==> src/carule_pkg.sv <==
// ----------------------------------------------------------------------------
// Cellular automaton rule step: shared types and constants
// Configuration register indexes, rule word layout and inter-module structs.
// ----------------------------------------------------------------------------
package carule_pkg;

  localparam int COORD_W  = 8;
  localparam int SYM_W    = 8;
  localparam int RNUM_W   = 3;
  localparam int RULE_W   = 54;
  localparam int CFG_IDX_W = 3;
  localparam int CFG_W    = 54;

  // Configuration register indexes.
  localparam logic [CFG_IDX_W-1:0] CFG_GRID_ROWS  = 3'd0;
  localparam logic [CFG_IDX_W-1:0] CFG_GRID_COLS  = 3'd1;
  localparam logic [CFG_IDX_W-1:0] CFG_RULE_COUNT = 3'd2;
  localparam logic [CFG_IDX_W-1:0] CFG_RULE_FIRST = 3'd3;

  // Rule word layout.
  localparam int TARGET_LSB = 0;
  localparam int COND1_LSB  = 8;
  localparam int JOIN_LSB   = 26;
  localparam int COND2_LSB  = 28;
  localparam int RESULT_LSB = 46;

  // Offsets inside one condition field.
  localparam int C_LOGIC_OFS = 0;
  localparam int C_N_OFS     = 2;
  localparam int C_SYM_OFS   = 6;
  localparam int C_DIST_OFS  = 14;

  // Condition tests.
  localparam logic [1:0] LOGIC_AT_LEAST = 2'd0;
  localparam logic [1:0] LOGIC_AT_MOST  = 2'd1;
  localparam logic [1:0] LOGIC_NONE     = 2'd2;
  localparam logic [1:0] LOGIC_EXACT    = 2'd3;

  // Condition joiners.
  localparam logic [1:0] JOIN_SINGLE = 2'd0;
  localparam logic [1:0] JOIN_AND    = 2'd1;
  localparam logic [1:0] JOIN_OR     = 2'd2;
  localparam logic [1:0] JOIN_NEVER  = 2'd3;

  typedef logic [RULE_W-1:0] rule_word_t;

  typedef enum logic [2:0] {
    S_IDLE,
    S_CUR,
    S_WALK,
    S_LAST,
    S_DONE,
    S_OUT
  } state_e;

  // Control from the sequencer to the counter bank.
  typedef struct packed {
    logic               clear;
    logic               hit;
    logic [COORD_W-1:0] row;
    logic [COORD_W-1:0] col;
    logic [COORD_W-1:0] ctr_row;
    logic [COORD_W-1:0] ctr_col;
  } cnt_ctrl_t;

  typedef struct packed {
    logic [SYM_W-1:0]  sym;
    logic [RNUM_W-1:0] num;
  } rule_res_t;

endpackage

==> src/carule_cond_count.sv <==
// ----------------------------------------------------------------------------
// Cellular automaton condition counters
// Counts matching neighbors for every rule condition during one window walk
// and picks the first rule that fires.
// ----------------------------------------------------------------------------
module carule_cond_count #(
  parameter int NUM_RULES  = 5,
  parameter int MAX_RADIUS = 9
) (
  input  logic                           clk_i,
  input  logic                           rst_ni,
  input  carule_pkg::cnt_ctrl_t          ctrl_i,
  input  logic [carule_pkg::SYM_W-1:0]   rdata_i,
  input  logic [carule_pkg::SYM_W-1:0]   cur_i,
  input  logic [carule_pkg::RNUM_W-1:0]  nr_i,
  input  carule_pkg::rule_word_t         rules_i [NUM_RULES],
  output carule_pkg::rule_res_t          res_o
);

  localparam int NCOND   = 2 * NUM_RULES;
  localparam int WIN     = (2 * MAX_RADIUS + 1) * (2 * MAX_RADIUS + 1);
  localparam int CNT_W   = $clog2(WIN);

  logic [CNT_W-1:0] cnt_q [NCOND];
  logic [CNT_W-1:0] cnt_d [NCOND];
  logic [carule_pkg::COORD_W-1:0] dr, dc;
  logic             is_ctr;

  function automatic logic [17:0] cond_field(carule_pkg::rule_word_t w, int q);
    return (q == 0) ? w[carule_pkg::COND1_LSB +: 18] : w[carule_pkg::COND2_LSB +: 18];
  endfunction

  function automatic logic [3:0] clamp_dist(logic [3:0] d);
    return (32'(d) > MAX_RADIUS) ? 4'(MAX_RADIUS) : d;
  endfunction

  always_comb begin
    dr = (ctrl_i.row > ctrl_i.ctr_row) ? ctrl_i.row - ctrl_i.ctr_row
                                       : ctrl_i.ctr_row - ctrl_i.row;
    dc = (ctrl_i.col > ctrl_i.ctr_col) ? ctrl_i.col - ctrl_i.ctr_col
                                       : ctrl_i.ctr_col - ctrl_i.col;
    is_ctr = (ctrl_i.row == ctrl_i.ctr_row) && (ctrl_i.col == ctrl_i.ctr_col);
    for (int k = 0; k < NCOND; k++) begin
      logic [17:0] f;
      logic [3:0]  d;
      f = cond_field(rules_i[k/2], k % 2);
      d = clamp_dist(f[carule_pkg::C_DIST_OFS +: 4]);
      cnt_d[k] = cnt_q[k];
      if (ctrl_i.clear) begin
        cnt_d[k] = '0;
      end else if (ctrl_i.hit && !is_ctr
                   && (rdata_i == f[carule_pkg::C_SYM_OFS +: 8])
                   && (dr <= carule_pkg::COORD_W'(d))
                   && (dc <= carule_pkg::COORD_W'(d))) begin
        cnt_d[k] = cnt_q[k] + CNT_W'(1);
      end
    end
  end

  always_ff @(posedge clk_i or negedge rst_ni) begin
    if (!rst_ni) begin
      for (int k = 0; k < NCOND; k++) cnt_q[k] <= '0;
    end else begin
      for (int k = 0; k < NCOND; k++) cnt_q[k] <= cnt_d[k];
    end
  end

  function automatic logic pass(logic [17:0] f, logic [CNT_W-1:0] cnt);
    logic [CNT_W-1:0] n;
    logic             p;
    n = CNT_W'(f[carule_pkg::C_N_OFS +: 4]);
    case (f[carule_pkg::C_LOGIC_OFS +: 2])
      carule_pkg::LOGIC_AT_LEAST: p = (cnt >= n);
      carule_pkg::LOGIC_AT_MOST:  p = (cnt <= n);
      carule_pkg::LOGIC_NONE:     p = (cnt == '0);
      default:                    p = (cnt == n);
    endcase
    return p;
  endfunction

  // Scan from the highest rule down so that the lowest enabled rule wins.
  always_comb begin
    res_o.sym = cur_i;
    res_o.num = '0;
    for (int k = NUM_RULES - 1; k >= 0; k--) begin
      logic p1, p2, fire;
      p1 = pass(cond_field(rules_i[k], 0), cnt_q[2*k]);
      p2 = pass(cond_field(rules_i[k], 1), cnt_q[2*k+1]);
      case (rules_i[k][carule_pkg::JOIN_LSB +: 2])
        carule_pkg::JOIN_SINGLE: fire = p1;
        carule_pkg::JOIN_AND:    fire = p1 && p2;
        carule_pkg::JOIN_OR:     fire = p1 || p2;
        default:                 fire = 1'b0;
      endcase
      if ((32'(nr_i) > k) && (rules_i[k][carule_pkg::TARGET_LSB +: 8] == cur_i) && fire) begin
        res_o.sym = rules_i[k][carule_pkg::RESULT_LSB +: 8];
        res_o.num = carule_pkg::RNUM_W'(k + 1);
      end
    end
  end

`ifndef SYNTHESIS
  a_clear_zero: assert property (@(posedge clk_i) disable iff (!rst_ni)
    ctrl_i.clear |=> (cnt_q[0] == '0) && (cnt_q[NCOND-1] == '0))
    else $error("counters not cleared");
  a_cnt_bound: assert property (@(posedge clk_i) disable iff (!rst_ni)
    32'(cnt_q[0]) < WIN)
    else $error("counter beyond window size");
  a_rule_enabled: assert property (@(posedge clk_i) disable iff (!rst_ni)
    (res_o.num <= nr_i))
    else $error("disabled rule fired");
`endif

endmodule

==> config.mk <==
export PLATFORM = sky130hd
export DESIGN_NAME = carule_cond_count
export DESIGN_NICKNAME = d
export VERILOG_FILES = /design/src/carule_pkg.sv /design/src/carule_cond_count.sv
export SDC_FILE = /design/constraint.sdc
export NUM_CORES = 1
export LEC_CHECK = 0
export BUFFER_PORTS_ARGS = -buffer_cell sky130_fd_sc_hd__clkbuf_2
export CORE_AREA = 2 2 163 149
export CTS_BUF_LIST = sky130_fd_sc_hd__clkbuf_8
export DETAILED_ROUTE_END_ITERATION = 12
export DIE_AREA = 0 0 165 151
export PLACE_DENSITY = 0.83
export RECOVER_POWER = 50
export SYNTH_ARGS = -nofsm -noshare
export SYNTH_HDL_FRONTEND = slang
export SYNTH_SLANG_ARGS = --single-unit
==> constraint.sdc <==
create_clock -name clk_i -period 5.2 [get_ports clk_i]
set_clock_uncertainty 0.15 [all_clocks]
set_input_delay 0.26 -clock clk_i [delete_from_list [all_inputs] [get_ports clk_i]]
set_output_delay 0.26 -clock clk_i [all_outputs]
set_load 0.005 [all_outputs]
==> results.toml <==
[die]
ios = 336
dieArea_um2 = 24900
start_util = 0.546
die_x_um = 165
rows = 53
die_h_um = 151
coreArea_um2 = 23100

[synth]
synth_nets = 2056
syn-instance-count = 1557
async_flop_share = 1.00
netlist_area_um2 = 12600
synth_warnings = 0
synth-edff-count = 0
synth_seq_cells = 90
avgSynthCellArea_um2 = 8.11
ys_types = 77
synthFlopType = "dfrtp_1"
ys_seq_area_frac = 0.178

[routing]
dr.max_layer_used = "met4"
wl_met3_um = 2090
route.detailed.drc = 0
drtIter0Drc = 853
firstDrtPassIters = 5
wire_per_inst_um = 16.8
vias_per_cell = 5.89
wl_met1_um = 16700
drt_wl_total_um = 36800
vias = 12874
ant_nets = 0
met2_length_um = 17300

[power]
p_seq_frac = 0.307
pwr-share-clk = 0.200
p_int_mw = 1.40
swShare = 0.386
power_density_nw_per_um2 = 154
switchingPower_mw = 0.881
combPwrFrac = 0.493
vdd_ir_drop_max_mv = 0.102
p_leak_nw = 7.30

[critical_path]
cp-start-kind = "input pin"
worstPathCellList = "clkbuf_2, inv_1, ha_1, nand4_1, a21o_1, a21o_1, mux2i_1, xnor2_1, ha_1, o21a_1, o21a_1, o21ai_0, and4_1, inv_1, or4_1, nor3_1, mux2_1"
arrival_ns = 4.90
crit_slowest_cell = "xnor2_1"
critPathKind = "input pin to flop"
crit_required_ns = 5.29
crit_path_end_kind = "flop"
max_stage_delay_ns = 0.83
crit_buf_inv = 3
worst-path-max-fanout = 8
crit_family = "simple AND/OR/NAND/NOR gates"

[timing]
rsz0062_at_grt = "false"
tightest_slew_ns = 2.31
hold_viol_final = 0
whs_ns = 0.314
min_period_ns = 4.80
setup_viol = 0
max_freq_mhz = 208
setup_tns_ns = 0
period_share = 0.924
finalMaxSlewViolations = 42
slew_headroom = -0.537

[final_layout]
most-common-layout-cells = "clkbuf_2 (332), ha_1 (170), inv_1 (124)"
largest_reg_flops = 90
nets = 2377
drive_gt1_frac = 0.239
fill_cells = 1967
area_delta_synth_final_pct = 17.5
top_regs = "cnt_q x90"
final_common_cell = "clkbuf_2"
regMostFlops = "cnt_q"

[grt]
grt_pass1_wl_um = 58300
grt_overflow_total = 0
grt_usage = 0.287
grt_pass1_vias = 12103
antenna_found_initial = 1
grt_max_degree = 88

[clock_tree]
cts_hold_buf = 1
cts_tree = "built"
numCtsBuffers = 9
clkSlewWorstSetupHoldPaths_ns = 0.09
clock_path_buffers = 2
htree_levels = 3
clock-sinks = 90
cts_setup_buffers = 0
ctsRootBufferMaster = "clkbuf_8"
clk_latency_ns = 0.36
cts_repair_resize_count = 0

[placement]
place_hpwl_um = 30600
numPortBuffers = 335
gp_congestion = 0.971

[run_status]
violations = "capacitance limit, slew limit"
status = "complete, but fails checks"

[run]
cap_violations = 1

[worst_hold_path]
hold_class = "input pin to flop"
==> final cells by class <==
cell class	instances	area [um^2]	share of cell area
Multi-Input combinational cell	1292	9690	0.653
Sequential cell	90	2250	0.152
Clock inverter	5	31.3	0.00211
Antenna cell	1	2.50	0.000169
Inverter	122	458	0.0309
Clock buffer	11	151	0.0102
Timing Repair Buffer	363	1880	0.127
Tap cell	302	378	0.0255
==> through the flow <==
step	area, um^2	instances	util	total power, mW	worst slack, ns
6_report	14800	2186	0.641	2.28	0.395
5_1_grt	14800	2186	0.641	2.46	0.0253
2_1_floorplan	12600	1557	-	1.44	0.736
3_3_place_gp	14700	2168	0.634	1.76	0.380
4_1_cts	14900	2185	0.642	2.28	0.555
3_5_place_dp	14700	2168	0.634	1.82	0.178
==> cell families after synthesis <==
logic type	after synthesis	share of synthesized area
adders and majority gates	174	0.175
and+or+nand+nor	586	0.266
buffers and inverters	175	0.0550
DFF	90	0.178
muxes	69	0.0595
xor gates and xnor gates	136	0.0949
AOI/OAI and AO/OA	327	0.172
==> power by group through the flow <==
| stage | Sequential, mW | Clock, mW | Combinational, mW |
|---|---|---|---|
| floorplan | 0.713 | 0 | 0.727 |
| global placement | 0.713 | 0 | 1.05 |
| detailed placement | 0.713 | 0 | 1.10 |
| CTS | 0.699 | 0.467 | 1.11 |
| global route | 0.699 | 0.502 | 1.26 |
| finish | 0.699 | 0.457 | 1.12 |
==> cells in the mapped netlist, types with 12 or more instances <==
library cell,count,share of area
ha_1,170,0.17
inv_1,122,0.036
nor2_1,113,0.034
dfrtp_1,90,0.18
a21oi_1,88,0.035
xor2_1,76,0.053
o21ai_0,73,0.029
nand4_1,70,0.035
nor2b_1,70,0.035
nand2_1,67,0.020
xnor2_1,59,0.041
nand2b_1,52,0.026
clkbuf_1,34,0.010
nor4_1,32,0.016
and3_1,31,0.015
nand3_1,30,0.012
o21a_1,30,0.018
mux2_2,24,0.021
mux2i_1,23,0.018
nor3_1,22,0.0087
mux2_1,21,0.019
a31o_2,18,0.012
a21o_1,17,0.010
nand3b_1,17,0.010
buf_2,15,0.0059
a31oi_1,12,0.0059
==> routing by layer <==
metal	GRT usage	vias to the layer above
li1	-	6304
met1	0.401	6088
met2	0.469	421
met3	0.0435	61
met4	0.0674	0
met5	0	-
==> final timing paths <==
path / start / to / slack (ns) / cells past startpoint
min in group asynchronous: rst_ni / cnt_q[84] / 0.97 / 2
min: ctrl_i[33] / cnt_q[46] / 0.31 / 2
max: ctrl_i[13] / cnt_q[35] / 0.40 / 17
min reg2reg: cnt_q[89] / cnt_q[89] / 0.39 / 3
max in group asynchronous: rst_ni / cnt_q[42] / 1.66 / 3
max reg2reg: cnt_q[2] / cnt_q[8] / 3.44 / 5
==> worst reg2reg max path, stage by stage (launching register included) <==
cell	delay [ns]
dfrtp_1	0.47
and3_1	0.22
and2_1	0.19
nand2_1	0.08
nor3_1	0.19
mux2_1	0.34
(Power assumes the default switching activity.)
